$ cat config.mk
export PLATFORM = sky130hd
export DESIGN_NAME = mqf_cfg
export DESIGN_NICKNAME = d
export VERILOG_FILES = /design/src/rtl/mqf_pkg.sv /design/src/rtl/mqf_cfg.sv
export SDC_FILE = /design/constraint.sdc
export NUM_CORES = 1
export LEC_CHECK = 0
export BUFFER_PORTS_ARGS = -buffer_cell sky130_fd_sc_hd__buf_4
export CAP_MARGIN = 25
export CORE_MARGIN = 3
export CORE_UTILIZATION = 44
export CTS_CLUSTER_SIZE = 25
export DETAILED_ROUTE_END_ITERATION = 10
export GPL_ROUTABILITY_DRIVEN = 0
export HOLD_SLACK_MARGIN = 0.08
export PLACE_DENSITY = 0.77
export SLEW_MARGIN = 5
export SYNTH_ARGS = -nofsm -noshare
export SYNTH_HDL_FRONTEND = slang
export SYNTH_SLANG_ARGS = --single-unit
$ cat constraint.sdc
create_clock -name clk -period 1.1 [get_ports clk]
set_clock_uncertainty 0.15 [all_clocks]
set_input_delay 0.11 -clock clk [delete_from_list [all_inputs] [get_ports clk]]
set_output_delay 0.11 -clock clk [all_outputs]
set_load 0.01 [all_outputs]
$ cat src/rtl/mqf_pkg.sv
// Shared constants, types and helper functions of the multi-queue fan-out block.
package mqf_pkg;

	// Sizing of the queue set and of the frame word.
	localparam int NUM_TARGETS = 8;
	localparam int QUEUE_DEPTH = 16;
	localparam int FRAME_WIDTH = 32;

	// Derived widths.
	localparam int TIDX_W = (NUM_TARGETS > 1) ? $clog2(NUM_TARGETS) : 1;
	localparam int CNT_W  = $clog2(NUM_TARGETS + 1);
	localparam int HEAD_W = (QUEUE_DEPTH > 1) ? $clog2(QUEUE_DEPTH) : 1;
	localparam int FILL_W = $clog2(QUEUE_DEPTH + 1);
	localparam int SLOTS  = NUM_TARGETS * QUEUE_DEPTH;
	localparam int FA_W   = (SLOTS > 1) ? $clog2(SLOTS) : 1;
	localparam int SUM_W  = $clog2(NUM_TARGETS * (QUEUE_DEPTH + 1) + 1);

	// Fixed field widths of the ports.
	localparam int ACT_W       = 2;
	localparam int TGT_W       = 3;
	localparam int TCNT_W      = 4;
	localparam int MASK_W      = 8;
	localparam int MASK_IDX_W  = $clog2(MASK_W);
	localparam int CAP_W       = 5;
	localparam int CFG_IDX_W   = 2;
	localparam int CFG_DATA_W  = 8;
	localparam int DROP_W      = 8;
	localparam int DROP_MAX    = 255;
	localparam int TOTAL_W     = 32;
	localparam int DEPTH_W     = 5;

	typedef enum logic [ACT_W-1:0] {
		ACT_PUSH,
		ACT_POP,
		ACT_CLOSE,
		ACT_QUERY
	} action_t;

	typedef enum logic [CFG_IDX_W-1:0] {
		CFG_FANOUT_MODE,
		CFG_TARGET_COUNT,
		CFG_SUBSET_MASK,
		CFG_CAPACITY
	} cfg_idx_t;

	typedef struct packed {
		logic              fanout_mode;
		logic [TCNT_W-1:0] target_count;
		logic [MASK_W-1:0] subset_mask;
		logic [CAP_W-1:0]  capacity;
	} cfg_t;

	// One queue descriptor: read pointer and number of frames held.
	typedef struct packed {
		logic [HEAD_W-1:0] head;
		logic [FILL_W-1:0] fill;
	} desc_t;

	typedef enum logic [2:0] {
		ST_IDLE,
		ST_PUSH,
		ST_LOOK,
		ST_DESC,
		ST_FRAME
	} state_t;

	// Ring position plus offset, with offset at most one full lap.
	function automatic logic [HEAD_W-1:0] wrap_add(input logic [HEAD_W-1:0] h,
			input logic [FILL_W-1:0] off);
		logic [FILL_W:0] s;
		s = (FILL_W + 1)'(h) + (FILL_W + 1)'(off);
		if (s >= (FILL_W + 1)'(QUEUE_DEPTH)) begin
			s = s - (FILL_W + 1)'(QUEUE_DEPTH);
		end
		return HEAD_W'(s);
	endfunction

	// Frame store address of a ring position inside one queue's region.
	function automatic logic [FA_W-1:0] slot_addr(input logic [TIDX_W-1:0] q,
			input logic [HEAD_W-1:0] pos);
		return FA_W'(int'(q) * QUEUE_DEPTH + int'(pos));
	endfunction

endpackage

$ cat src/rtl/mqf_cfg.sv
// Configuration register file of the multi-queue fan-out block.
module mqf_cfg (
	input  logic                           clk,
	input  logic                           arst_n,
	input  logic                           cfg_valid,
	output logic                           cfg_ready,
	input  logic [mqf_pkg::CFG_IDX_W-1:0]  cfg_index,
	input  logic [mqf_pkg::CFG_DATA_W-1:0] cfg_data,
	output mqf_pkg::cfg_t                  cfg
);

	mqf_pkg::cfg_t cfg_q;

	// Every write word is taken at once.
	assign cfg_ready = 1'b1;

	// Register writes by index.
	always_ff @(posedge clk or negedge arst_n) begin
		if (!arst_n) begin
			cfg_q.fanout_mode  <= 1'b1;
			cfg_q.target_count <= mqf_pkg::TCNT_W'(8);
			cfg_q.subset_mask  <= '0;
			cfg_q.capacity     <= mqf_pkg::CAP_W'(16);
		end else if (cfg_valid) begin
			case (mqf_pkg::cfg_idx_t'(cfg_index))
				mqf_pkg::CFG_FANOUT_MODE: begin
					cfg_q.fanout_mode <= cfg_data[0];
				end
				mqf_pkg::CFG_TARGET_COUNT: begin
					cfg_q.target_count <= cfg_data[mqf_pkg::TCNT_W-1:0];
				end
				mqf_pkg::CFG_SUBSET_MASK: begin
					cfg_q.subset_mask <= cfg_data[mqf_pkg::MASK_W-1:0];
				end
				mqf_pkg::CFG_CAPACITY: begin
					cfg_q.capacity <= cfg_data[mqf_pkg::CAP_W-1:0];
				end
				default: begin
				end
			endcase
		end
	end

	assign cfg = cfg_q;

endmodule

; ---- After elaboration in Yosys (flattened, before gate mapping)
; Index checks and enable logic that the tools add are counted.
[op_classes]
n_addsub = 0
n_mul = 0
n_div = 0
n_lt_le_gt_ge = 0
n_eq_ne = 3
shifts = 0
muxes = 0
n_bitwise = 0
reduce_logical = 5
[ops]
columns = op, n
row1 = $reduce_and A2 Y1, 4
row2 = $eq A2 B2 Y1 const B, 2
row3 = $eq A2 B1 Y1 const B, 1
row4 = $logic_not A2 Y1, 1
[word_totals]
register_bits = 18
latch_bits = 0
ramBits = 0
romBits = 0
input_bits = 13
out_inout_bits = 19
word_cells = 12
mem_count = 0

; ---- Depth between registers and ports, before layout
; Gate-level depths: netlist of run 1.
[logic_depth]
ltp_word = 2
ltp_mapped = 2
ltp_nobuf = 2

; ---- Least setup slack after synthesis of run 1
; OpenSTA, ideal clock, no wires.
[synth_path]
kind = reg-to-reg
startpoint = reg, netlist name cfg[13]
endpoint = reg cfg_q, in the netlist cfg[13]
t_arrival_ps = 646
required_ps = 825
path_slack_ps = 179
path_stages_with_launch = 2
n_path_buf = 0
path_cell_list = dfrtp_1 mux2_2
[synth_lines]
columns = element, line_no
row1 = "end, declared", mqf_cfg.sv:12  ; mqf_pkg::cfg_t cfg_q;

; ---- Final worst setup path of run 1
[layout_path]
startpoint = reg cfg_q, in the netlist cfg[17]
endpoint = out cfg[17] in the netlist's numbering
[layout_lines]
columns = element, line_no
row1 = "end, declared", mqf_cfg.sv:9  ; output mqf_pkg::cfg_t cfg
; No word-level cell between the ends.

==> metrics.yaml, run 1 <==
outcome: "finished with violations"
violations: "setup timing"
crit_slowest_cell: "dfstp_2"
fin_crit_sh: 1.095
fin_tns_setup_ps: -300.2
drv_cap: 0
synth_area_sq_um: 713.2
grt_max_degree: 19
initial_core_util: 0.5040
max-clock-path-buffers: 2
max_freq_mhz: 830.5
largest_reg_flops: 18
n_antenna_cell: 0
endpoint_kind: "primary output"
cts_hold_buf: 9
critical_path_class: "flip-flop to primary output"
holdWs_ps: 57.39
syn-num-nets: 55
critPathLaunchType: "flip-flop"
syn_avg_cell_area_sq_um: 16.98
overflow: 0
layoutNonFillerInstCount: 100
clock_sinks: 18
die_w_microns: 46.26
die_y_microns: 46.26
critical_path.max_fanout: 2
cp_data_required_time_ps: 840
rsz0062_at_grt: "yes"
cpPeakStageDelay_ps: 550
crit_family: "flip-flops"
io_buffers: 30
layout_commonest_cell: "mux2_2"
p_per_area_nw_per_um2: 1635
crit_chain: "buf_6"
crit_buf_inv: 1
synth-seq-cells: 18
clk_latency_ps: 300
cts_tree: "done"
netlist_instances: 42
peakVddDrop_mv: 1.286
drive_gt1_frac: 0.6824
yosysTopAreaCellShare: 0.5263
slew_viol_final: 0
drc: 0
antenna_found_initial: 0
htree_num_levels: 1
p_leak_uw: 0.0005360
cts_root_buf: "clkbuf_4"
layout_setup_ws_ps: -104.1
cts.clk_slew.worst_paths_ps: 110
synth_area_leaders: "dfrtp_1 53%, mux2_2 28%, dfstp_2 11%, nand3b_4 2.8%, nand3_2 1.4%"
grt_pass1_vias: 518
wl_per_cell_microns: 15.97
coreArea_sq_um: 1415
hold_viol: 0
routed_wl_microns: 1597
vias: 501
synth_cell_types: 9
hp-class: "input pin to asynchronous set/reset pin"
fin_crit_ps: 1204
dr.first_iter.drc_count: 2
dieArea_sq_um: 2140
setup_viol: 3
worst_ep_arrival_time_ps: 940
grt_pass1_wl_microns: 2311
ant_nets: 0
rows: 13
cts_made_buffers: 3
yosysWarnings: 0
vias_per_cell: 5.010
syn_to_final_growth_pct: 59.82
synth_top_area_cell: "dfrtp_1"
io_pins: 32
layout.nets: 99
place_inst: 86
ys_seq_area_frac: 0.6368
grt_usage: 0.1607
final_cell_mix: "18 x mux2_2, 16 x buf_4, 15 x dfrtp_1, 15 x buf_6, 9 x dlygate4sd3_1"
firstDrtPassIters: 4
## power by group
part / internal, uW / switching, uW / leakage (uW)
Sequential: 803 / 81.8 / 0.000209
Combinational: 371 / 196 / 0.000306
Clock: 202 / 211 / 0.0000210
Total: 1380 / 489 / 0.000536
## cells in the mapped netlist, drive strengths merged
cell type,instances
dfrtp,15
mux2,18
buf,1
nand3,1
nor3b,1
dfstp,3
conb,1
nand3b,2
## metrics by stage
stage / area, sq um / power [uW] / utilization / setup WS [ps]
2_1_floorplan: 713.2 / 1067 / - / 178.9
3_3_place_gp: 949.7 / 1333 / 0.6711 / 37.19
3_5_place_dp: 949.7 / 1348 / 0.6711 / 2.318
4_1_cts: 1095 / 1800 / 0.7737 / -109.6
5_1_grt: 1140 / 1929 / 0.8055 / -124.4
6_report: 1140 / 1864 / 0.8055 / -104.1
## path summary, 6_finish.rpt
path / start / end / slack [ps] / cells after the start
max: cfg[17]$_DFFE_PN1P_ / cfg[17] / -100 / 1
min: arst_n / cfg[14]$_DFFE_PN0P_ / 60 / 2
max reg2reg: cfg[1]$_DFFE_PN0P_ / cfg[1]$_DFFE_PN0P_ / 50 / 2
min reg2reg: cfg[9]$_DFFE_PN0P_ / cfg[9]$_DFFE_PN0P_ / 370 / 1
max in group asynchronous: arst_n / cfg[4]$_DFFE_PN1P_ / 480 / 2
min in group clk: cfg_index[0] / cfg[17]$_DFFE_PN1P_ / 60 / 3
## what timing repair did
action / CTS / global route
resized for setup: 5 / 10
setup endpoints to repair: 5 / 15
endpoints found under the hold margin: 36 / 10
buffers inserted: 0 / 1
## layer usage
metal,share of wire,routed length (microns),GRT usage
met5,0,0,0
met4,0.013,21,0.06818
met3,0.086,138,0.03516
met2,0.50,795,0.2830
met1,0.40,642,0.1845
## cell type report
type                            count  area [sq um]
Multi-Input combinational cell     23         251.5
Sequential cell                    18         454.2
Timing Repair Buffer               40         379.1
Tap cell                           15         18.77
Fill cell                          81         275.3
Clock buffer                        4         36.28
## logic make-up after synthesis
logic type / count (synthesis) / synth area share
mux: 18 / 0.2842
flops: 18 / 0.6368
simple gates: 4 / 0.06317
buf+inv: 1 / 0.01053
other cells: 1 / 0.005258
Power figures use the tool's default switching activity.
==> run 2, diff against run 1 <==
==> constraint.sdc (replaced) <==
create_clock -name clk -period 1.35 [get_ports clk]
set_clock_uncertainty 0.15 [all_clocks]
set_input_delay 0.135 -clock clk [delete_from_list [all_inputs] [get_ports clk]]
set_output_delay 0.135 -clock clk [all_outputs]
set_load 0.01 [all_outputs]
==> metrics.yaml, run 2 (synthesized netlist as in run 1, its figures left out) <==
die_w_microns: 46.26  # unchanged
n_antenna_cell: 0  # unchanged
endpoint_kind: "primary output"  # unchanged
grt_pass1_vias: 517  # was 518
die_y_microns: 46.26  # unchanged
drive_gt1_frac: 0.6786  # was 0.6824
routed_wl_microns: 1510  # was 1597 microns
fin_area_sq_um: 1076  # was 1140 sq um
cpPeakStageDelay_ps: 540  # was 550 ps
worstReg2RegStart: "cfg[14]$_DFFE_PN0P_"  # was cfg[1]$_DFFE_PN0P_
place_inst: 86  # unchanged
max_freq_mhz: 811.5
dieArea_sq_um: 2140  # unchanged
hold_viol: 0  # unchanged
layout_setup_ws_ps: 117.7  # was -104.1 ps
rows: 13  # unchanged
holdWs_ps: 87.96  # was 57.39 ps
cts_tree: "done"  # unchanged
coreArea_sq_um: 1415  # unchanged
layoutNonFillerInstCount: 99  # was 100
grt_max_degree: 19  # unchanged
r2r_end: "cfg[14]$_DFFE_PN0P_"  # was cfg[1]$_DFFE_PN0P_
overflow: 0  # unchanged
io_buffers: 30  # unchanged
clk_latency_ps: 290  # was 300 ps
cts_root_buf: "clkbuf_4"  # unchanged
post-place-ws_ps: 227.3  # was 2.318 ps
max-clock-path-buffers: 2  # unchanged
io_pins: 32  # unchanged
rr_worst_depth: 1  # was 2
worst_ep_arrival_time_ps: 950  # was 940 ps
crit_slowest_cell: "dfstp_2"  # unchanged
antenna_found_initial: 0  # unchanged
layout_commonest_cell: "buf_4"  # was mux2_2
fin_crit_sh: 0.9129
cts.clk_slew.worst_paths_ps: 100  # was 110 ps
syn_to_final_growth_pct: 50.88  # was 59.82%
cts_resized: 0  # was 5
firstDrtPassIters: 2  # was 4
layout.nets: 98  # was 99
largest_reg_flops: 18  # unchanged
vias: 494  # was 501
fin_crit_ps: 1232
reg2reg_slack_ps: 430  # was 50 ps
crit_buf_inv: 1  # unchanged
critPathLaunchType: "flip-flop"  # unchanged
drc: 0  # unchanged
p_per_area_nw_per_um2: 1331  # was 1635 nW/um^2
grt_usage: 0.1599  # was 0.1607
dr.first_iter.drc_count: 2  # unchanged
drv_cap: 0  # unchanged
cts_made_buffers: 3  # unchanged
setup_viol: 0  # was 3
rsz0062_at_grt: "no"  # was yes
critical_path.max_fanout: 2  # unchanged
critical_path_class: "flip-flop to primary output"  # unchanged
initial_core_util: 0.5040  # unchanged
placed_area_sq_um: 949.7  # unchanged
hp-class: "input pin to asynchronous set/reset pin"  # unchanged
outcome: "finished clean"  # was finished with violations
fin_tns_setup_ps: 0  # was -300.2 ps
crit_family: "flip-flops"  # unchanged
grt_pass1_wl_microns: 2297  # was 2311 microns
peakVddDrop_mv: 0.9385  # was 1.286 mV
slew_viol_final: 0  # unchanged
vias_per_cell: 4.990  # was 5.010
p_leak_uw: 0.0005130  # was 0.0005360 uW
htree_num_levels: 1  # unchanged
final_cell_mix: "30 x buf_4, 18 x mux2_2, 15 x dfrtp_1"  # was 18 x mux2_2, 16 x buf_4, 15 x dfrtp_1, 15 x buf_6, 9 x dlygate4sd3_1
cp_data_required_time_ps: 1070  # was 840 ps
wl_per_cell_microns: 15.25  # was 15.97 microns
clock_sinks: 18  # unchanged
ant_nets: 0  # unchanged
crit_chain: "buf_4"  # was buf_6
[run 2: cell count changes in the layout (fill, tap and decap cells not counted), sizes merged]
cell	delta
buf	-1
[run 2: what timing repair did]
action	4_1_cts	5_1_grt
endpoints found under the hold margin	36	0
setup buffers	0	0
hold buffers	9	0
[run 2: per-layer routing]
metal | track usage | part of all wire
met2 | 0.2830 | 0.49
met1 | 0.1820 | 0.40
met5 | 0 | 0
met4 | 0.06818 | 0.014
met3 | 0.03516 | 0.094
[run 2: worst max path at each step]
stage / start / to / slack [ps] / depth (start not counted)
2_1_floorplan: cfg[13]$_DFFE_PN0P_ / cfg[13]$_DFFE_PN0P_ / 430 / 1
3_5_place_dp: cfg_index[1] / cfg[17]$_DFFE_PN1P_ / 230 / 3
3_3_place_gp: cfg_index[1] / cfg[15]$_DFFE_PN0P_ / 260 / 3
4_1_cts: cfg[17]$_DFFE_PN1P_ / cfg[17] / 110 / 1
5_1_grt: cfg[17]$_DFFE_PN1P_ / cfg[17] / 70 / 1
6_report: cfg[17]$_DFFE_PN1P_ / cfg[17] / 120 / 1
[run 2: stage by stage]
step           utilization  total power, uW
3_3_place_gp        0.6711             1086
4_1_cts             0.7604             1444
3_5_place_dp        0.6711             1098
6_report            0.7604             1433
5_1_grt             0.7604             1501
2_1_floorplan            -            869.6
[run 2: layout make-up]
| class | instances | area (sq um) |
|---|---|---|
| flip-flops and latches | 18 | 454.2 |
| fillers | 98 | 339.1 |
| repair buffers | 39 | 315.3 |
| multi-input cells | 23 | 251.5 |
| clock buffers | 4 | 36.28 |
| well taps | 15 | 18.77 |
[run 2: where the power goes]
part	total (uW)	switching [uW]	internal [uW]
clock	329	165	164
combinational	400	155	245
sequential	703	50.3	653
