<file path="config.mk">
export PLATFORM = sky130hd
export DESIGN_NAME = mqf_ram
export DESIGN_NICKNAME = d
export VERILOG_FILES = /design/src/rtl/mqf_ram.sv
export SDC_FILE = /design/constraint.sdc
export NUM_CORES = 1
export LEC_CHECK = 0
export BUFFER_PORTS_ARGS = -buffer_cell sky130_fd_sc_hd__buf_4
export CAP_MARGIN = 10
export CORE_MARGIN = 2
export CORE_UTILIZATION = 61
export CTS_CLUSTER_DIAMETER = 40
export DETAILED_ROUTE_END_ITERATION = 8
export PLACE_DENSITY = 0.79
export SLEW_MARGIN = 20
export SYNTH_ARGS = -nofsm -noshare
export SYNTH_HDL_FRONTEND = slang
export SYNTH_SLANG_ARGS = --single-unit
</file>
<file path="constraint.sdc">
create_clock -name clk -period 3.3 [get_ports clk]
set_input_delay 0.165 -clock clk [delete_from_list [all_inputs] [get_ports clk]]
set_output_delay 0.165 -clock clk [all_outputs]
set_load 0.01 [all_outputs]
</file>
<file path="src/rtl/mqf_ram.sv">
// Generic simple dual-port RAM with one write port and a registered read port.
module mqf_ram #(
	parameter int WIDTH = 8,
	parameter int DEPTH = 16,
	localparam int AW = (DEPTH > 1) ? $clog2(DEPTH) : 1
) (
	input  logic             clk,
	input  logic             we,
	input  logic [AW-1:0]    waddr,
	input  logic [WIDTH-1:0] wdata,
	input  logic [AW-1:0]    raddr,
	output logic [WIDTH-1:0] rdata
);

	logic [WIDTH-1:0] mem [DEPTH];
	logic [WIDTH-1:0] rdata_q;

	// Write and registered read.
	always_ff @(posedge clk) begin
		if (we) begin
			mem[waddr] <= wdata;
		end
		rdata_q <= mem[raddr];
	end

	assign rdata = rdata_q;

endmodule

</file>
Word-level counts from Yosys, hierarchy flattened
Memories as Yosys holds them, arrays and structs flattened. A register that Yosys moved wholly into a read port is not among the register bits.
Index checks and enable logic that the tools add are counted.
{"block": "totals", "regBits": 0, "ramBits": 128, "input_bits": 18, "output_inout_bits": 8, "memories": 1}
{"name": "mem", "words": 16, "width": 8, "rd": 1, "rd_ports_with_merged_regs": 1, "write_ports": 1, "line_no": "15", "text": "logic [WIDTH-1:0] mem [DEPTH];"}
{"block": "classes", "n_mux": 2}
{"operator": "1-bit 2-to-1 mux", "n": 2}

Logic depth before layout (Yosys ltp)
Gate-level depths: netlist (run 1).
{"block": "depth", "ltp_word": 2, "depth_mapped": 5}

Worst setup path before layout (run 1)
Ideal clock, no wire load.
{"block": "synth_timing", "kind": "in2reg", "startpoint": "input waddr[2]", "endpoint": "memory mem[0][0] (enable)", "setup_ps": 383, "t_arrival_ps": 1275, "path_slack_ps": 1642, "stages": 2, "cell_sequence": "or3b_2 > nor3_1"}
{"item": "start: declaration", "line_no": "9", "text": "input logic [AW-1:0] waddr,"}
{"item": "end: declaration", "line_no": "15"}
No word-level cell before the write port.

==> impl_metrics.tcl, run 1 <==
set metrics [dict create \
    status "completed" \
    power.total_w 0.003981 \
    crit_arrival_ns 1.88 \
    nets 292 \
    grt_max_degree 33 \
    root_buffer "clkbuf_8" \
    layout_common_cells "128 x edfxtp_1, 28 x buf_4, 18 x mux4_2, 16 x a22oi_1, 16 x clkbuf_16" \
    die_w_microns 95.86 \
    synthCells 229 \
    vias_per_cell 6.217 \
    timing.hold.ws_ns 0.08531 \
    path_clk_slew_ns 0.06 \
    tightest_slew_ns 0.9145 \
    synth_fp_nets 247 \
    async_flop_share 0 \
    dpl.cell_count 352 \
    ys_ff_latch 136 \
    cts_resized 0 \
    min_period_ns 1.472 \
    antenna_cells 0 \
    post-route-drc-count 0 \
    cts_setup_buffers 0 \
    initialDrtViolationCount 284 \
    grt_setup_unrepaired "no" \
    final_core_util 0.7399 \
    r2r_setup_slack_ns 1.83 \
    wire_per_inst_microns 24.12 \
    ir_drop_mv 0.4318 \
    finalSetupTns_ns 0 \
    drv_slew 0 \
    synth_top_area_frac 0.7467 \
    antenna_found_initial 0 \
    fmaxAchievable_ghz 0.6793 \
    start_util 0.6265 \
    power.density_nw_per_um2 654.9 \
    worst-endpoint-required_ns 3.70 \
    max_slew_margin 0.3881 \
    numCtsBuffers 17 \
    postRouteWirelength_mm 9.454 \
    synth_edf_count 128 \
    synth_top_area_cell "edfxtp_1" \
    place_hpwl_mm 5.489 \
    drive_above_1_share 0.2753 \
    fin_cells 392 \
    final_common_cell "edfxtp_1" \
    clock_insertion_delay_worst_skew_ns 0.52 \
    rows 33 \
    clockBufferDepth 2 \
    die_area_sq_um 9189 \
    cts_tree "done" \
    crit_fanout 1 \
    track_usage 0.2333 \
    maxCapViolCount 0 \
    place_congestion 0.7831 \
    fp.coreArea_sq_um 8217 \
    syn_area_sq_um 5147 \
    cts.sinks 136 \
    htree_levels 4 \
    vias 2437 \
    leakage_nw 2.043 \
    period_share 0.4461 \
    synthFlopType "edfxtp_1" \
    synthTopCellsByArea "edfxtp_1 75%, mux4_2 7.9%, mux4_1 7.1%, dfxtp_1 3.1%, a22oi_1 2.3%" \
    seq_area_frac_synth 0.7778 \
    grt_pass1_wl_mm 14.08 \
    area_growth_pct 18.11 \
    grt_pass1_vias 2446 \
    dr.pass1.iters 4 \
    skew_ns 0.005698 \
    portBuffers 25 \
    syn_avg_cell_area_sq_um 22.48 \
    finalSetupViolCount 0 \
    critical_path_class "reg2reg" \
    grt_overflow 0 \
    fillers 432 \
    die_h_microns 95.86 \
    antenna_left 0 \
    num_io_pins 26 \
    hold_violations 0 \
    yosys_warnings 0 \
    hp-class "in2reg" \
    end_kind "flip-flop" \
    start_kind "flip-flop" \
    synth_cell_type_count 19 \
]
sequential cells by signal, indices dropped and copies added, names as in the netlist:
register and flops:
mem 128, rdata 8
worst paths after layout:
| kind | start | end | cells after the start |
|---|---|---|---|
| setup / recovery | mem[1][6] | rdata[6] | 3 |
| hold / removal | waddr[0] | mem[12][2] | 2 |
| setup reg to reg | mem[1][6] | rdata[6] | 3 |
| hold reg to reg | mem[13][0] | rdata[0] | 3 |
where the power goes:
part / internal, W / switching [W]
registers: 0.00193 / 0.0000117
logic: 0.0000872 / 0.000104
clock network: 0.00115 / 0.000698
stage by stage:
stage          setup WS (ns)  instance area, sq um
2_1_floorplan          1.642                  5147
3_3_place_gp           1.456                  5403
3_5_place_dp           1.424                  5408
4_1_cts                1.839                  6080
5_1_grt                1.791                  6080
6_report               1.828                  6080
cell families after synthesis:
logic type	count (synthesis)	synth area share
muxes	32	0.1502
buffers and inverters	10	0.01677
DFF	136	0.7778
AOI/OAI and AO/OA	16	0.02334
and+or+nand+nor	35	0.03184
final cells by class:
cell class	count	area [sq um]	area share
tap	105	131.4	0.02161
multi-input combinational	83	1062	0.1747
clock buffer	17	414.1	0.06812
timing repair buffer	36	290.3	0.04775
clock inverter	15	177.7	0.02922
sequential	136	4004	0.6586
synthesized netlist by cell type (2+ instances only):
cell             instances
nor3_1                   4
nand2_1                  9
nand2b_1                 2
nand3b_1                 2
dfxtp_1                  8
edfxtp_1               128
a22oi_1                 16
mux4_1                  14
buf_2                    3
clkdlybuf4s25_2          3
buf_6                    3
mux4_2                  18
nor2_1                  13
critical path, stage by stage, from the launching register on:
cell and delay, ns:
edfxtp_1 0.42, mux4_2 0.51, a22oi_1 0.34, nand2_1 0.09
repair_timing:
action,4_1_cts,5_1_grt
setup endpoints to repair,0,0
hold endpoints to repair,128,0
hold buffers,8,0
layer usage:
metal	vias up	share of wire	GRT usage
li1	1065	-	-
met3	20	0.083	0.07048
met5	-	0	0
met2	129	0.49	0.3491
met1	1223	0.41	0.3246
met4	0	0.024	0.1036
Power figures use the tool's default switching activity.
==> inputs of run 2 (changes only) <==
--- a/config.mk
+++ b/config.mk
@@ -8,10 +8,10 @@
 export BUFFER_PORTS_ARGS = -buffer_cell sky130_fd_sc_hd__buf_4
 export CAP_MARGIN = 10
 export CORE_MARGIN = 2
-export CORE_UTILIZATION = 61
+export CORE_UTILIZATION = 54
 export CTS_CLUSTER_DIAMETER = 40
 export DETAILED_ROUTE_END_ITERATION = 8
-export PLACE_DENSITY = 0.79
+export PLACE_DENSITY = 0.74
 export SLEW_MARGIN = 20
 export SYNTH_ARGS = -nofsm -noshare
 export SYNTH_HDL_FRONTEND = slang
==> constraint.sdc (replaced) <==
create_clock -name clk -period 1.2 [get_ports clk]
set_input_delay 0.06 -clock clk [delete_from_list [all_inputs] [get_ports clk]]
set_output_delay 0.06 -clock clk [all_outputs]
set_load 0.01 [all_outputs]
==> impl_metrics.tcl, run 2 (synthesis gave the netlist of run 1 again) <==
set metrics [dict create \
    crit_family "multiplexers" \
    power.density_nw_per_um2 1750 \
    drv_slew 0 \
    worstReg2RegEnd "rdata[6]" \
    slowest_delay_ns 0.51 \
    r2r_setup_slack_ns -0.12 \
    switching_share 0.2108 \
    grt_max_degree 17 \
    grt_pass1_vias 2653 \
    crit_fanout 1 \
    track_usage 0.2207 \
    final_area_sq_um 6390 \
    fp.coreArea_sq_um 9240 \
    nets 319 \
    fmaxAchievable_ghz 0.7562 \
    ir_drop_mv 0.8650 \
    path_cells "mux4_2, a22oi_2, nand2_1" \
    post-route-drc-count 0 \
    clockBufferDepth 2 \
    postRouteWirelength_mm 10.42 \
    dpl.cell_count 403 \
    violations "negative setup slack" \
    drive_above_1_share 0.4108 \
    initialDrtViolationCount 179 \
    place_area_sq_um 5700 \
    cts_setup_buffers 0 \
    p_clk_frac 0.466 \
    netSwitchingPower_w 0.002358 \
    area_growth_pct 24.14 \
    crit_arrival_ns 1.73 \
    fillers 575 \
    period_share 1.102 \
    finalSetupViolCount 8 \
    tightest_slew_ns 0.9412 \
    leakage_nw 2.179 \
    dp_slack_ns -0.3583 \
    clock_insertion_delay_worst_skew_ns 0.52 \
    start_kind "flip-flop" \
    critical_path_class "reg2reg" \
    hold_end "mem[8][1]" \
    antenna_found_initial 0 \
    die_area_sq_um 10330 \
    num_io_pins 26 \
    p_int_w 0.008826 \
    timing.final.ws_setup_ns -0.1223 \
    status "finished, violations left" \
    die_h_microns 101.6 \
    antenna_cells 0 \
    max_slew_margin 0.3713 \
    htree_levels 4 \
    r2r_start "mem[10][6]" \
    largest_reg_flops 128 \
    rows 35 \
    timing.hold.ws_ns 0.04521 \
    grt_setup_unrepaired "yes" \
    antenna_left 0 \
    slowest_stage "mux4_2" \
    grt_pass1_wl_mm 15.72 \
    numCtsBuffers 17 \
    hold_violations 0 \
    grt_overflow 0 \
    path_clk_slew_ns 0.06 \
    die_w_microns 101.6 \
    power_frac_comb 0.056 \
    portBuffers 25 \
    fin_cells 443 \
    place_congestion 0.7291 \
    multi_input_area_sq_um 1081 \
    seqPwrFrac 0.478 \
    min_period_ns 1.322 \
    end_kind "flip-flop" \
    vias_per_cell 5.788 \
    layout_common_cells "128 x edfxtp_1, 51 x buf_4, 29 x mux4_2, 16 x clkbuf_16, 13 x nor2_1" \
    cts_tree "done" \
    dr.pass1.iters 4 \
    wire_per_inst_microns 23.52 \
    skew_ns 0.005730 \
    hp-class "in2reg" \
    final_common_cell "edfxtp_1" \
    root_buffer "clkbuf_8" \
    start_util 0.5571 \
    maxCapViolCount 0 \
    place_hpwl_mm 6.203 \
    whs_path_depth 3 \
    hold_start "waddr[0]" \
    regMostFlops "mem" \
    seq_area_sq_um 4004 \
    cp_num_buf_inv 0 \
    worst-endpoint-required_ns 1.61 \
    vias 2564 \
    cts.sinks 136 \
    rr_worst_depth 3 \
]
run 2: changes by cell type in the layout (fill, tap and decap cells not counted), sizes merged:
cell      previous run  this run
clkinvlp             4         0
clkinv               7         5
buf                 28        55
inv                  1         7
run 2: metrics by stage:
| step | utilization | total power [W] | TNS, ns |
|---|---|---|---|
| after detailed placement | 0.6169 | 0.006010 | -6.322 |
| after CTS | 0.6900 | 0.01119 | -0.5978 |
| final | 0.6915 | 0.01118 | -0.4461 |
| after floorplan | - | 0.005721 | -3.903 |
| after global placement | 0.6169 | 0.005993 | -5.405 |
| after global routing | 0.6915 | 0.01143 | -0.7336 |
run 2: final cells by class:
class | count | area share
Sequential cell | 136 | 0.6266
Multi-Input combinational cell | 83 | 0.1692
Timing Repair Buffer | 63 | 0.08498
Clock buffer | 17 | 0.06481
Clock inverter | 15 | 0.02918
Tap cell | 129 | 0.02526
run 2: what timing repair did:
action / CTS / global route
resized for setup: 13 / 8
hold buffers: 8 / 0
hold endpoints to repair: 128 / 0
pin swaps: 8 / 6
endpoints found under the setup margin: 8 / 8
run 2: worst reg2reg max path, cell delays in order, from the launching register on:
cell,delay (ns)
edfxtp_1,0.41
mux4_2,0.51
a22oi_2,0.21
nand2_1,0.08
run 2: power by group through the flow:
stage | Sequential [W] | Clock [W] | Combinational, W
2_1_floorplan | 0.00545 | 0 | 0.000274
3_3_place_gp | 0.00544 | 0 | 0.000553
3_5_place_dp | 0.00544 | 0 | 0.000565
4_1_cts | 0.00535 | 0.00522 | 0.000614
5_1_grt | 0.00536 | 0.00541 | 0.000665
6_report | 0.00535 | 0.00521 | 0.000621
run 2: layer usage:
metal,share of wire,track usage,vias to the layer above
li1,-,-,1105
met1,0.41,0.3034,1314
met4,0.015,0.08732,0
met5,0,0,-
met2,0.50,0.3482,131
met3,0.075,0.05107,14
run 2: worst max-delay path by stage:
stage	depth (start not counted)	slack, ns	endpoint	start
floorplan	2	-0.13	mem[3][0]	waddr[2]
global placement	5	-0.30	rdata[4]	raddr[0]
detailed placement	5	-0.36	rdata[4]	raddr[0]
CTS	3	-0.14	rdata[6]	mem[10][6]
global route	3	-0.12	rdata[6]	mem[8][6]
finish	3	-0.12	rdata[6]	mem[10][6]
==> inputs of run 3 (changes only) <==
--- a/config.mk
+++ b/config.mk
@@ -12,6 +12,7 @@
 export CTS_CLUSTER_DIAMETER = 40
 export DETAILED_ROUTE_END_ITERATION = 8
 export PLACE_DENSITY = 0.74
+export SETUP_SLACK_MARGIN = 0.3
 export SLEW_MARGIN = 20
 export SYNTH_ARGS = -nofsm -noshare
 export SYNTH_HDL_FRONTEND = slang
==> impl_metrics.tcl, run 3 (synthesis gave the netlist of run 1 again) <==
set metrics [dict create \
    root_buffer "clkbuf_8" \
    die_h_microns 101.6 \
    drive_above_1_share 0.4700 \
    timing.final.ws_setup_ns -0.1230 \
    r2r_start "mem[7][5]" \
    fillers 530 \
    hold_end "mem[4][4]" \
    power.density_nw_per_um2 1672 \
    cts.sinks 136 \
    period_share 1.102 \
    numCtsBuffers 17 \
    wire_per_inst_microns 23.95 \
    status "finished, violations left" \
    leakage_nw 2.201 \
    finalSetupViolCount 8 \
    hold_violations 0 \
    maxUsedRoutingLayer "met4" \
    timing.hold.ws_ns 0.009945 \
    path_cells "mux4_2, a22oi_1, nand2_1" \
    largest_reg_flops 128 \
    maxCapViolCount 0 \
    vias_per_cell 5.717 \
    rows 35 \
    area_growth_pct 28.05 \
    dr.pass1.iters 4 \
    path_clk_slew_ns 0.06 \
    grt_setup_unrepaired "yes" \
    grt_pass1_wl_mm 16.53 \
    vias 2550 \
    final_area_sq_um 6591 \
    track_usage 0.2335 \
    hold_start "waddr[0]" \
    initialDrtViolationCount 202 \
    place_hpwl_mm 6.669 \
    layout_common_cells "128 x edfxtp_1, 37 x buf_4, 32 x mux4_2, 16 x clkbuf_16, 13 x buf_12" \
    tightest_slew_ns 0.8767 \
    rr_worst_depth 3 \
    postRouteWirelength_mm 10.68 \
    worstReg2RegEnd "rdata[5]" \
    place_area_sq_um 5866 \
    ir_drop_mv 0.7732 \
    antenna_left 0 \
    violations "negative setup slack" \
    hp-class "in2reg" \
    met2WireLength_mm 5.534 \
    max_slew_margin 0.4143 \
    clock_insertion_delay_worst_skew_ns 0.52 \
    regMostFlops "mem" \
    fmaxAchievable_ghz 0.7559 \
    start_util 0.5571 \
    critical_path_class "reg2reg" \
    wl_met3_microns 882 \
    num_io_pins 26 \
    skew_ns 0.009897 \
    grt_max_degree 17 \
    end_kind "flip-flop" \
    drv_slew 0 \
    r2r_setup_slack_ns -0.12 \
    clockBufferDepth 2 \
    final_common_cell "edfxtp_1" \
    crit_fanout 1 \
    nets 322 \
    cts_tree "done" \
    whs_path_depth 3 \
    start_kind "flip-flop" \
    grt_overflow 0 \
    die_area_sq_um 10330 \
    antenna_cells 0 \
    post-route-drc-count 0 \
    drt-met1-wl_mm 4.168 \
    grt_pass1_vias 2703 \
    worst-endpoint-required_ns 1.60 \
    htree_levels 4 \
    fp.coreArea_sq_um 9240 \
    final_core_util 0.7133 \
    crit_arrival_ns 1.72 \
    die_w_microns 101.6 \
    slowest_stage "mux4_2" \
    slowest_delay_ns 0.51 \
    portBuffers 25 \
    place_congestion 0.7398 \
    antenna_found_initial 0 \
    finalSetupTns_ns -0.5782 \
    min_period_ns 1.323 \
]
## run 3: final cells by class
type	instances	area (sq um)	area share
flip-flops and latches	136	4013	0.6088
clock buffers	18	427.9	0.06492
multi-input cells	83	1132	0.1718
repair buffers	66	708.2	0.1074
well taps	129	161.4	0.02449
clock inverters	14	148.9	0.02259
## run 3: repair_timing
item / in CTS / in global routing
pin swaps: 3 / 1
hold endpoints to repair: 132 / 0
buffers inserted: 0 / 0
gates resized for setup: 15 / 6
setup endpoints to repair: 16 / 16
hold buffers: 8 / 0
## run 3: where the power goes
| part | switching [W] | leakage, nW | total [W] | internal [W] |
|---|---|---|---|---|
| Combinational | 0.000342 | 0.701 | 0.000686 | 0.000344 |
| Sequential | 0.0000393 | 1.22 | 0.00536 | 0.00532 |
| Clock | 0.00196 | 0.276 | 0.00498 | 0.00302 |
## run 3: routing by layer
| metal | vias up | track usage |
|---|---|---|
| li1 | 1111 | - |
| met1 | 1310 | 0.3167 |
| met2 | 118 | 0.3745 |
| met3 | 11 | 0.05245 |
| met4 | 0 | 0.09148 |
| met5 | - | 0 |
## run 3: how the worst max path moves through the flow
stage,from,endpoint,slack [ns],cells after the start
final,mem[7][5],rdata[5],-0.12,3
after global routing,mem[7][3],rdata[3],-0.16,3
after CTS,mem[0][6],rdata[6],-0.13,3
after detailed placement,raddr[0],rdata[6],-0.32,5
after global placement,raddr[0],rdata[6],-0.29,5
after floorplan,waddr[2],mem[0][0],0.04,2
## run 3: metrics by stage
stage,cells,power [W],setup slack [ns]
final,446,0.01102,-0.1230
after floorplan,229,0.005760,0.03699
after CTS,446,0.01106,-0.1278
after global routing,446,0.01133,-0.1585
after detailed placement,406,0.006075,-0.3212
after global placement,406,0.006050,-0.2927
## run 3: worst max-delay path: cells and delay by family (launching register included)
family | cells | cell delay (ns)
and+or+nand+nor | 1 | 0.11
AOI/OAI and AO/OA | 1 | 0.23
muxes | 1 | 0.51
DFF | 1 | 0.36
