**src/rtl/mqf_pkg.sv**
```systemverilog
// Shared constants, types and helper functions of the multi-queue fan-out block.
package mqf_pkg;

	// Sizing of the queue set and of the frame word.
	localparam int NUM_TARGETS = 8;
	localparam int QUEUE_DEPTH = 16;
	localparam int FRAME_WIDTH = 32;

	// Derived widths.
	localparam int TIDX_W = (NUM_TARGETS > 1) ? $clog2(NUM_TARGETS) : 1;
	localparam int CNT_W  = $clog2(NUM_TARGETS + 1);
	localparam int HEAD_W = (QUEUE_DEPTH > 1) ? $clog2(QUEUE_DEPTH) : 1;
	localparam int FILL_W = $clog2(QUEUE_DEPTH + 1);
	localparam int SLOTS  = NUM_TARGETS * QUEUE_DEPTH;
	localparam int FA_W   = (SLOTS > 1) ? $clog2(SLOTS) : 1;
	localparam int SUM_W  = $clog2(NUM_TARGETS * (QUEUE_DEPTH + 1) + 1);

	// Fixed field widths of the ports.
	localparam int ACT_W       = 2;
	localparam int TGT_W       = 3;
	localparam int TCNT_W      = 4;
	localparam int MASK_W      = 8;
	localparam int MASK_IDX_W  = $clog2(MASK_W);
	localparam int CAP_W       = 5;
	localparam int CFG_IDX_W   = 2;
	localparam int CFG_DATA_W  = 8;
	localparam int DROP_W      = 8;
	localparam int DROP_MAX    = 255;
	localparam int TOTAL_W     = 32;
	localparam int DEPTH_W     = 5;

	typedef enum logic [ACT_W-1:0] {
		ACT_PUSH,
		ACT_POP,
		ACT_CLOSE,
		ACT_QUERY
	} action_t;

	typedef enum logic [CFG_IDX_W-1:0] {
		CFG_FANOUT_MODE,
		CFG_TARGET_COUNT,
		CFG_SUBSET_MASK,
		CFG_CAPACITY
	} cfg_idx_t;

	typedef struct packed {
		logic              fanout_mode;
		logic [TCNT_W-1:0] target_count;
		logic [MASK_W-1:0] subset_mask;
		logic [CAP_W-1:0]  capacity;
	} cfg_t;

	// One queue descriptor: read pointer and number of frames held.
	typedef struct packed {
		logic [HEAD_W-1:0] head;
		logic [FILL_W-1:0] fill;
	} desc_t;

	typedef enum logic [2:0] {
		ST_IDLE,
		ST_PUSH,
		ST_LOOK,
		ST_DESC,
		ST_FRAME
	} state_t;

	// Ring position plus offset, with offset at most one full lap.
	function automatic logic [HEAD_W-1:0] wrap_add(input logic [HEAD_W-1:0] h,
			input logic [FILL_W-1:0] off);
		logic [FILL_W:0] s;
		s = (FILL_W + 1)'(h) + (FILL_W + 1)'(off);
		if (s >= (FILL_W + 1)'(QUEUE_DEPTH)) begin
			s = s - (FILL_W + 1)'(QUEUE_DEPTH);
		end
		return HEAD_W'(s);
	endfunction

	// Frame store address of a ring position inside one queue's region.
	function automatic logic [FA_W-1:0] slot_addr(input logic [TIDX_W-1:0] q,
			input logic [HEAD_W-1:0] pos);
		return FA_W'(int'(q) * QUEUE_DEPTH + int'(pos));
	endfunction

endpackage

```
**src/rtl/mqf_ctl.sv**
```systemverilog
// Sequencer and read-modify-write datapath over the descriptor and frame memories.
module mqf_ctl (
	input  logic                             clk,
	input  logic                             arst_n,
	input  mqf_pkg::cfg_t                    cfg,
	input  logic                             start,
	output logic                             busy,
	input  logic [mqf_pkg::ACT_W-1:0]        action,
	input  logic [mqf_pkg::TGT_W-1:0]        target,
	input  logic [mqf_pkg::FRAME_WIDTH-1:0]  frame_word,
	output logic                             done,
	output logic                             pop_valid,
	output logic [mqf_pkg::FRAME_WIDTH-1:0]  frame_out,
	output logic [mqf_pkg::DROP_W-1:0]       dropped_now,
	output logic [mqf_pkg::TOTAL_W-1:0]      total_dropped,
	output logic [mqf_pkg::DEPTH_W-1:0]      target_depth,
	output logic                             closed,
	// Descriptor memory port
	output logic                             d_we,
	output logic [mqf_pkg::TIDX_W-1:0]       d_waddr,
	output mqf_pkg::desc_t                   d_wdata,
	output logic [mqf_pkg::TIDX_W-1:0]       d_raddr,
	input  mqf_pkg::desc_t                   d_rdata,
	// Frame memory port
	output logic                             f_we,
	output logic [mqf_pkg::FA_W-1:0]         f_waddr,
	output logic [mqf_pkg::FRAME_WIDTH-1:0]  f_wdata,
	output logic [mqf_pkg::FA_W-1:0]         f_raddr,
	input  logic [mqf_pkg::FRAME_WIDTH-1:0]  f_rdata
);

	mqf_pkg::state_t state_q, state_d;

	// Latched item.
	mqf_pkg::action_t                  act_q;
	logic [mqf_pkg::TGT_W-1:0]         tgt_q;
	logic [mqf_pkg::FRAME_WIDTH-1:0]   word_q;

	// Push sweep: read counter and the stage that holds returned descriptors.
	logic [mqf_pkg::CNT_W-1:0]         rd_q_q;
	logic                              push_v_s1;
	logic [mqf_pkg::TIDX_W-1:0]        push_q_s1;
	logic                              desc_hit_s1;
	logic [mqf_pkg::NUM_TARGETS-1:0]   desc_vld_q;

	logic [mqf_pkg::SUM_W-1:0]         drop_sum_q;
	logic [mqf_pkg::TOTAL_W-1:0]       total_q;
	logic                              closed_q;

	// Result registers.
	logic                              done_q;
	logic                              pop_valid_q;
	logic [mqf_pkg::FRAME_WIDTH-1:0]   frame_out_q;
	logic [mqf_pkg::DROP_W-1:0]        drop_now_q;
	logic [mqf_pkg::DEPTH_W-1:0]       depth_q;

	logic                              accept;
	logic                              issue;
	logic                              push_end;
	logic [mqf_pkg::CNT_W-1:0]         count_eff;
	logic [mqf_pkg::FILL_W-1:0]        cap_eff;
	logic                              known;
	logic [mqf_pkg::TIDX_W-1:0]        tgt_idx;
	mqf_pkg::desc_t                    cur;
	logic                              sel;
	logic                              full;
	logic [mqf_pkg::HEAD_W-1:0]        wpos;
	logic [mqf_pkg::FILL_W-1:0]        fill1;
	logic [mqf_pkg::HEAD_W-1:0]        head1;
	logic [mqf_pkg::FILL_W-1:0]        excess;
	logic [mqf_pkg::FILL_W:0]          q_drop;
	mqf_pkg::desc_t                    push_desc;
	mqf_pkg::desc_t                    pop_desc;
	logic                              pop_hit;
	logic [mqf_pkg::DROP_W-1:0]        drop_sat;
	logic [mqf_pkg::TOTAL_W:0]         total_sum;

	// Effective configuration and addressed target.
	always_comb begin
		if (int'(cfg.target_count) > mqf_pkg::NUM_TARGETS) begin
			count_eff = mqf_pkg::CNT_W'(mqf_pkg::NUM_TARGETS);
		end else begin
			count_eff = mqf_pkg::CNT_W'(cfg.target_count);
		end
		if (int'(cfg.capacity) > mqf_pkg::QUEUE_DEPTH) begin
			cap_eff = mqf_pkg::FILL_W'(mqf_pkg::QUEUE_DEPTH);
		end else begin
			cap_eff = mqf_pkg::FILL_W'(cfg.capacity);
		end
	end

	assign known   = int'(tgt_q) < int'(count_eff);
	assign tgt_idx = mqf_pkg::TIDX_W'(tgt_q);
	assign accept  = start && (state_q == mqf_pkg::ST_IDLE);
	assign issue   = (state_q == mqf_pkg::ST_PUSH) && (rd_q_q < count_eff);
	assign push_end = (state_q == mqf_pkg::ST_PUSH) && !issue && !push_v_s1;

	// A descriptor never written reads as an empty queue at ring position zero.
	assign cur = desc_hit_s1 ? d_rdata : '0;

	// Write-set membership of the queue in the push stage.
	assign sel = cfg.fanout_mode ||
		((int'(push_q_s1) < mqf_pkg::MASK_W) &&
		cfg.subset_mask[mqf_pkg::MASK_IDX_W'(push_q_s1)]);

	// Append one frame, then trim the queue down to the capacity.
	always_comb begin
		full   = (cur.fill == mqf_pkg::FILL_W'(mqf_pkg::QUEUE_DEPTH));
		wpos   = mqf_pkg::wrap_add(cur.head, full ? '0 : cur.fill);
		fill1  = full ? cur.fill : cur.fill + mqf_pkg::FILL_W'(1);
		head1  = full ? mqf_pkg::wrap_add(cur.head, mqf_pkg::FILL_W'(1)) : cur.head;
		excess = (fill1 > cap_eff) ? fill1 - cap_eff : '0;
		push_desc.head = mqf_pkg::wrap_add(head1, excess);
		push_desc.fill = fill1 - excess;
		q_drop = (mqf_pkg::FILL_W + 1)'(excess) + (mqf_pkg::FILL_W + 1)'(full);
	end

	// Pop: consume the head entry of a known, non-empty queue.
	assign pop_hit = (act_q == mqf_pkg::ACT_POP) && known && (cur.fill != '0);
	assign pop_desc.head = mqf_pkg::wrap_add(cur.head, mqf_pkg::FILL_W'(1));
	assign pop_desc.fill = cur.fill - mqf_pkg::FILL_W'(1);

	// Saturated drop figures.
	assign drop_sat = (int'(drop_sum_q) > mqf_pkg::DROP_MAX) ?
		mqf_pkg::DROP_W'(mqf_pkg::DROP_MAX) : mqf_pkg::DROP_W'(drop_sum_q);
	assign total_sum = {1'b0, total_q} + (mqf_pkg::TOTAL_W + 1)'(drop_sum_q);

	// Next state.
	always_comb begin
		state_d = state_q;
		case (state_q)
			mqf_pkg::ST_IDLE: begin
				if (accept) begin
					if ((mqf_pkg::action_t'(action) == mqf_pkg::ACT_PUSH) && !closed_q) begin
						state_d = mqf_pkg::ST_PUSH;
					end else begin
						state_d = mqf_pkg::ST_LOOK;
					end
				end
			end
			mqf_pkg::ST_PUSH: begin
				if (push_end) begin
					state_d = mqf_pkg::ST_LOOK;
				end
			end
			mqf_pkg::ST_LOOK: begin
				state_d = mqf_pkg::ST_DESC;
			end
			mqf_pkg::ST_DESC: begin
				state_d = pop_hit ? mqf_pkg::ST_FRAME : mqf_pkg::ST_IDLE;
			end
			mqf_pkg::ST_FRAME: begin
				state_d = mqf_pkg::ST_IDLE;
			end
			default: begin
				state_d = mqf_pkg::ST_IDLE;
			end
		endcase
	end

	// Memory port controls.
	always_comb begin
		d_raddr = (state_q == mqf_pkg::ST_PUSH) ? mqf_pkg::TIDX_W'(rd_q_q) : tgt_idx;
		d_we    = 1'b0;
		d_waddr = tgt_idx;
		d_wdata = pop_desc;
		f_we    = 1'b0;
		f_waddr = mqf_pkg::slot_addr(push_q_s1, wpos);
		f_wdata = word_q;
		f_raddr = mqf_pkg::slot_addr(tgt_idx, cur.head);
		case (state_q)
			mqf_pkg::ST_PUSH: begin
				d_we    = push_v_s1 && sel;
				d_waddr = push_q_s1;
				d_wdata = push_desc;
				f_we    = push_v_s1 && sel;
			end
			mqf_pkg::ST_DESC: begin
				d_we = pop_hit;
			end
			default: begin
			end
		endcase
	end

	// Control registers.
	always_ff @(posedge clk or negedge arst_n) begin
		if (!arst_n) begin
			state_q     <= mqf_pkg::ST_IDLE;
			rd_q_q      <= '0;
			push_v_s1   <= 1'b0;
			desc_hit_s1 <= 1'b0;
			desc_vld_q  <= '0;
			drop_sum_q  <= '0;
			total_q     <= '0;
			closed_q    <= 1'b0;
			done_q      <= 1'b0;
		end else begin
			state_q     <= state_d;
			push_v_s1   <= issue;
			desc_hit_s1 <= desc_vld_q[d_raddr];
			done_q      <= ((state_q == mqf_pkg::ST_DESC) && !pop_hit) ||
				(state_q == mqf_pkg::ST_FRAME);
			if (accept) begin
				rd_q_q     <= '0;
				drop_sum_q <= '0;
				if (mqf_pkg::action_t'(action) == mqf_pkg::ACT_CLOSE) begin
					closed_q <= 1'b1;
				end
			end
			if (issue) begin
				rd_q_q <= rd_q_q + mqf_pkg::CNT_W'(1);
			end
			if (d_we) begin
				desc_vld_q[d_waddr] <= 1'b1;
			end
			if (push_v_s1 && sel) begin
				drop_sum_q <= drop_sum_q + mqf_pkg::SUM_W'(q_drop);
			end
			if (push_end) begin
				total_q <= total_sum[mqf_pkg::TOTAL_W] ? '1 : total_sum[mqf_pkg::TOTAL_W-1:0];
			end
		end
	end

	// Item latch, push stage index and result words.
	always_ff @(posedge clk) begin
		if (accept) begin
			act_q  <= mqf_pkg::action_t'(action);
			tgt_q  <= target;
			word_q <= frame_word;
		end
		push_q_s1 <= mqf_pkg::TIDX_W'(rd_q_q);
		if (state_q == mqf_pkg::ST_DESC) begin
			pop_valid_q <= 1'b0;
			frame_out_q <= '0;
			drop_now_q  <= drop_sat;
			if (pop_hit) begin
				depth_q <= mqf_pkg::DEPTH_W'(pop_desc.fill);
			end else if (known) begin
				depth_q <= mqf_pkg::DEPTH_W'(cur.fill);
			end else begin
				depth_q <= '0;
			end
		end
		if (state_q == mqf_pkg::ST_FRAME) begin
			pop_valid_q <= 1'b1;
			frame_out_q <= f_rdata;
		end
	end

	assign busy          = (state_q != mqf_pkg::ST_IDLE);
	assign done          = done_q;
	assign pop_valid     = pop_valid_q;
	assign frame_out     = frame_out_q;
	assign dropped_now   = drop_now_q;
	assign total_dropped = total_q;
	assign target_depth  = depth_q;
	assign closed        = closed_q;

endmodule

```
**config.mk**
```make
export PLATFORM = sky130hd
export DESIGN_NAME = mqf_ctl
export DESIGN_NICKNAME = d
export VERILOG_FILES = /design/src/rtl/mqf_pkg.sv /design/src/rtl/mqf_ctl.sv
export SDC_FILE = /design/constraint.sdc
export NUM_CORES = 1
export LEC_CHECK = 0
export BUFFER_PORTS_ARGS = -buffer_cell sky130_fd_sc_hd__buf_2
export CAP_MARGIN = 20
export CORE_MARGIN = 4
export CORE_UTILIZATION = 40
export CTS_CLUSTER_DIAMETER = 30
export DETAILED_ROUTE_END_ITERATION = 12
export GPL_TIMING_DRIVEN = 0
export PLACE_DENSITY = 0.65
export SETUP_SLACK_MARGIN = 0.5
export SLEW_MARGIN = 25
export SYNTH_ARGS = -nofsm -noshare
export SYNTH_HDL_FRONTEND = slang
export SYNTH_SLANG_ARGS = --single-unit
export TNS_END_PERCENT = 50
```
**constraint.sdc**
```tcl
create_clock -name clk -period 6.3 [get_ports clk]
set_input_delay 0.315 -clock clk [delete_from_list [all_inputs] [get_ports clk]]
set_output_delay 0.315 -clock clk [all_outputs]
set_load 0.02 [all_outputs]
```
# [Word-level counts from Yosys, hierarchy flattened]
# Cells that the tools add are included.
[op_classes] add_sub_neg=16 n_mux=35 n_lt_le_gt_ge=12 n_reduce_logical=25 eq_ne=9 bitwise_logic=1
[op_table] op="32-bit 2-to-1 mux" n=3
[op_table] op="32-bit by 8-bit adder with 33-bit output" n=1
[op_table] op="5-bit 2-to-1 mux" n=6
[op_table] op="4-bit 2-to-1 mux" n=7
[op_table] op="9-bit 2-to-1 mux" n=2
[op_table] op="8-bit 2-to-1 mux" n=2
[op_table] op="3-bit 2-to-1 mux" n=5
[op_table] op="7-bit by 4-bit adder with 7-bit output" n=2
[op_table] op="4-bit by 5-bit adder with 6-bit output" n=2
[op_table] op="6-bit by 5-bit greater-or-equal comparator with 1-bit output, second input constant" n=2
[op_table] op="3-bit by 4-bit less-than comparator with 1-bit output, second input constant" n=3
[op_table] op="3-bit case mux with 4 select lines" n=1
[op_table] op="4-bit by 1-bit subtractor with 4-bit output, second input constant" n=3
[op_table] op="1-bit logical AND" n=10
[op_table] op="5-bit subtractor" n=2
[op_table] op="8-bit by 6-bit adder with 8-bit output" n=1
[op_table] op="8-bit OR" n=1
[op_table] op="5-bit by 1-bit adder with 6-bit output" n=1
[op_table] op="1-bit binary-select mux with 3-bit select" n=2
[op_table] op="3-bit by 2-bit == test with 1-bit output, second input constant" n=2
[op_table] op="2-bit nonzero test" n=3
[op_table] op="4-bit by 1-bit adder with 5-bit output, second input constant" n=1
[op_table] op="5-bit by 1-bit adder with 5-bit output, second input constant" n=1
[op_table] op="5-bit == test, second input constant" n=1
[op_table] op="25 further kinds" n=34
[word_totals] reg_bits=145 word_cells=115 inputBits=99 output_inout_bits=144

# [Logic depth before layout (Yosys ltp)]
[depth] ltp_word=9 mapped_depth=23 mapped_depth_nobuf=22

# [Worst setup path after synthesis]
# No wires, ideal clock.
[synth_path] path_kind="flip-flop to output port" startpoint="register desc_hit_s1" endpoint="output d_wdata[4] (netlist bit)" slack_ps=1567 n_path_buf=1 stages_incl_launch_ff=23 arrival_time_ps=4418 t_required_ps=5985 cell_sequence="dfrtp_1 > clkbuf_1 > nand2_1 > ha_1 > nand2_1 > nor2_1 > inv_1 > nand2_1 > o21ai_0 > ha_1 > and3b_1 > o21a_1 > nor3_1 > or3_1 > nor2_1 > ha_1 > fa_1 > inv_1 > a21o_1 > a21oi_1 > xor2_1 > or3_1 > a31oi_1"
[synth_lines] element="start: declaration" line="mqf_ctl.sv:43" rtl="logic desc_hit_s1;"
[synth_lines] element="start signal: assignment" line="mqf_ctl.sv:201" rtl="desc_hit_s1 <= desc_vld_q[d_raddr];"
[synth_lines] element="end: declaration" line="mqf_ctl.sv:21" rtl="output mqf_pkg::desc_t d_wdata,"

==> impl_metrics.yaml <==
power:
  p_per_area_nw_per_um2: 419
  pwr-share-seq_pct: 33.7
  comb_power_share_pct: 42.4
  switching_share_pct: 41.9
  max-vdd-ir-drop_mv: 0.221
  p_leak_nw: 4.65
  power_w: 0.00416
  pwr-share-clk_pct: 23.9
  p_int_w: 0.00241
  power.switching_w: 0.00174
job:
  drv_cap: 0
sta:
  tns_ns: 0
  rsz0062_at_grt: "no"
  finalSetupViolations: 0
  relSlewSlack_pct: 30.0
  layout_setup_ws_ns: 0.854
  period_share_pct: 86.4
  hold_viol: 0
  fin_crit_ns: 5.45
  fmax_mhz: 184
  maxSlewViolCount: 0
  tightest_slew_ns: 1.04
  skew_ns: 0.0123
synthesis:
  syn_area_um2: 7710
  synth_cells: 710
  synthTopCellsByArea: "edfxtp_1 32%, dfrtp_1 19%, ha_1 5.7%, nand2_1 3.2%, nand3_1 3.1%"
  synth.yosys.warnings: 0
  synth_top_area_share_pct: 31.9
  synth_top_area_cell: "edfxtp_1"
  synth_compound_area_share_pct: 12.1
  yosysSeqAreaShare_pct: 52.1
  synth_top_family_by_area: "simple AND/OR/NAND/NOR gates"
  syn_nets: 851
  synth_xor_xnor_area_share_pct: 3.13
  synth_edf_count: 82
  synth_ff_type: "edfxtp_1"
  synth_fa_ha_area_share_pct: 7.50
  syn_area_per_cell_um2: 10.9
  ys_async_sr_fraction_pct: 40.7
  ys_types: 73
  synth.most_common_cell: "edfxtp_1"
  ys_seq_elements: 145
  synth_mux_area_share_pct: 2.24
  yosys.area_share.simple_pct: 19.0
  yosys-top-cells-count: "82 x edfxtp_1, 66 x nand2_1, 59 x dfrtp_1"
global_routing:
  grt_usage_pct: 19.4
  antenna_found_initial: 0
  grt_use_met1_pct: 25.2
  grt_pass1_wl_um: 33300
  grtUsageMet2_pct: 32.0
  grt_max_degree: 41
  gr-max-usage-layer: "met2"
  met3_usage_pct: 5.00
  grt_pass1_vias: 6220
  grt_overflow: 0
place:
  gp_congestion: 0.863
  place_worst_setup_slack_ns: 0.649
  io_buffers: 241
  placed_cell_area_um2: 9290
  hpwl_um: 16500
clock_network:
  path_clk_slew_ns: 0.07
  cts_made_buffers: 17
  root_buffer: "clkbuf_16"
  worstSkewPairLatency_ns: 0.42
  clk_path_buf_depth: 2
  cts_tree: "yes"
  numClockSinks: 145
  htree_num_levels: 4
critical_path:
  r2r_cells: 23
  rr_endpoint: "drop_sat[6]"
  crit_path_start_kind: "register"
  crit_required_ns: 5.98
  crit_fanout: 10
  critical_path_class: "register to output pin"
  cpPeakStageDelay_ns: 0.44
  worstSetupEndpointType: "output pin"
  rrSetupSlack_ns: 1.28
  cp.arrival_ns: 5.13
  crit_chain: "buf_2, nand2_2, ha_2, nand2_1, nor2_4, inv_2, nand2_1, o21ai_1, ha_1, and3b_1, o21a_1, nor3_1, or3_1, nor2_4, ha_1, fa_1, inv_1, a21o_1, a21oi_1, xor2_1, or3_1, a31oi_1, buf_2"
  critPathSlowestCell: "dfrtp_1"
  reg2reg_from: "desc_hit_s1"
worst_hold_path:
  hold_depth: 1
  min_path_type: "input pin to register"
  min_from: "frame_word[2]"
  hold_end: "f_wdata[2]"
die:
  initial_core_util_pct: 40.9
  dieArea_um2: 21600
  core_um2: 18800
  die_y_um: 147
  io_pins: 243
  rows: 50
  die_x_um: 147
routing:
  ant_nets: 0
  remaining_drc_errors: 0
  vias: 6463
  drtPass1Iterations: 5
  drtIter0Drc: 323
  routed_wl_um: 21300
  vias_per_cell: 5.18
  wire_per_inst_um: 17.1
cells_and_area:
  layout.nets: 1115
  area_delta_synth_final_pct: 28.7
  final_area_um2: 9920
  drive_gt1_share_pct: 32.2
  antenna_cells: 0
run_status:
  status: "completed"
## power groups by stage
stage / Clock (W) / Sequential [W] / Combinational, W
3_5_place_dp: 0 / 0.00142 / 0.00176
3_3_place_gp: 0 / 0.00142 / 0.00173
5_1_grt: 0.00107 / 0.00143 / 0.00194
6_report: 0.000994 / 0.00140 / 0.00176
4_1_cts: 0.00102 / 0.00140 / 0.00177
2_1_floorplan: 0 / 0.00160 / 0.00100
## logic make-up (layout without fill, tap and decap cells)
family,Yosys count,in the layout
simple gates,277,277
flops,145,145
buf+inv,72,349
fa+ha+maj,42,42
compound gates,134,134
xor+xnor,26,26
mux,14,14
## metal layers
layer | share of wire (%) | routed length, µm | up-vias
met5 | 0 | 0 | -
met4 | 1.5 | 316 | 0
met3 | 7.7 | 1650 | 22
met2 | 48 | 10200 | 269
met1 | 43 | 9070 | 3027
li1 | - | - | 3145
## area by class of cell
class	instances	area, µm²
multi-input cells	493	3410
well taps	260	325
clock buffers	17	425
flip-flops and latches	145	4020
clock inverters	15	161
inverters	44	165
plain buffers	28	133
repair buffers	245	1270
fillers	1684	8910
## critical path: cells and delay by family, from the launching register on
kind | cells | cell delay (ns)
buffers and inverters | 4 | 0.58
DFF | 1 | 0.44
adders and majority gates | 4 | 0.90
and+or+nand+nor | 9 | 1.82
xor gates and xnor gates | 1 | 0.09
AOI/OAI and AO/OA | 5 | 0.87
## flip-flops by register name, indices dropped and copies added, names as in the netlist, 2 cells and up
name / count
target_depth: 5
push_q_s1: 3
act_q: 2
frame_out: 32
state_q: 3
drop_sat: 8
f_wdata: 32
rd_q_q: 4
total_dropped: 32
tgt_idx: 3
desc_vld_q: 8
dropped_now: 8
## worst max path at each step
stage / from / slack, ns / to
2_1_floorplan: desc_hit_s1 / 1.57 / d_wdata[4]
6_report: desc_hit_s1 / 0.85 / d_wdata[4]
5_1_grt: desc_hit_s1 / 0.49 / d_wdata[4]
3_5_place_dp: desc_hit_s1 / 0.65 / d_wdata[4]
4_1_cts: desc_hit_s1 / 0.57 / d_wdata[4]
3_3_place_gp: desc_hit_s1 / 0.68 / d_wdata[4]
## timing repair
action / 4_1_cts / 5_1_grt
endpoints found under the hold margin: 19 / 0
pin swaps: 0 / 1
hold buffers: 1 / 0
endpoints found under the setup margin: 1 / 2
gates resized for setup: 4 / 6
setup buffers: 0 / 1
## through the flow
stage	instances	hold WS [ns]	util, %
detailed placement	1213	0.238	49.3
CTS	1246	0.0399	52.6
finish	1247	0.0645	52.7
global placement	1211	0.427	49.1
global route	1247	0.0359	52.7
floorplan	710	0.0194	-
## placed cells by master, fill, tap and decap left out, types with 3 or more instances in the layout
| cell | count |
|---|---|
| clkbuf_1 | 17 |
| fa_1 | 7 |
| inv_8 | 4 |
| dfrtp_1 | 59 |
| nand3_1 | 47 |
| nand2b_1 | 7 |
| clkbuf_16 | 17 |
| and4b_1 | 3 |
| nor2b_1 | 7 |
| nand2_2 | 4 |
| inv_6 | 5 |
| buf_4 | 3 |
| a31oi_1 | 3 |
| o211ai_1 | 6 |
| a41o_1 | 4 |
| nor2_4 | 3 |
| mux2i_1 | 9 |
| buf_2 | 247 |
| a31o_2 | 7 |
| clkinv_8 | 3 |
| inv_1 | 42 |
| nand4_1 | 12 |
| edfxtp_1 | 82 |
| and2_1 | 8 |
| xor2_1 | 11 |
| a41oi_1 | 3 |
| or3_1 | 6 |
| nor2_1 | 40 |
| or4_1 | 5 |
| nor3_1 | 16 |
| and3_1 | 34 |
| o21ai_0 | 29 |
| xnor2_1 | 14 |
| a21oi_1 | 30 |
| a21o_1 | 11 |
| ha_1 | 34 |
| o31ai_1 | 9 |
| dfxtp_1 | 4 |
| o41ai_1 | 8 |
| nand2_1 | 64 |
(Power assumes the default switching activity.)
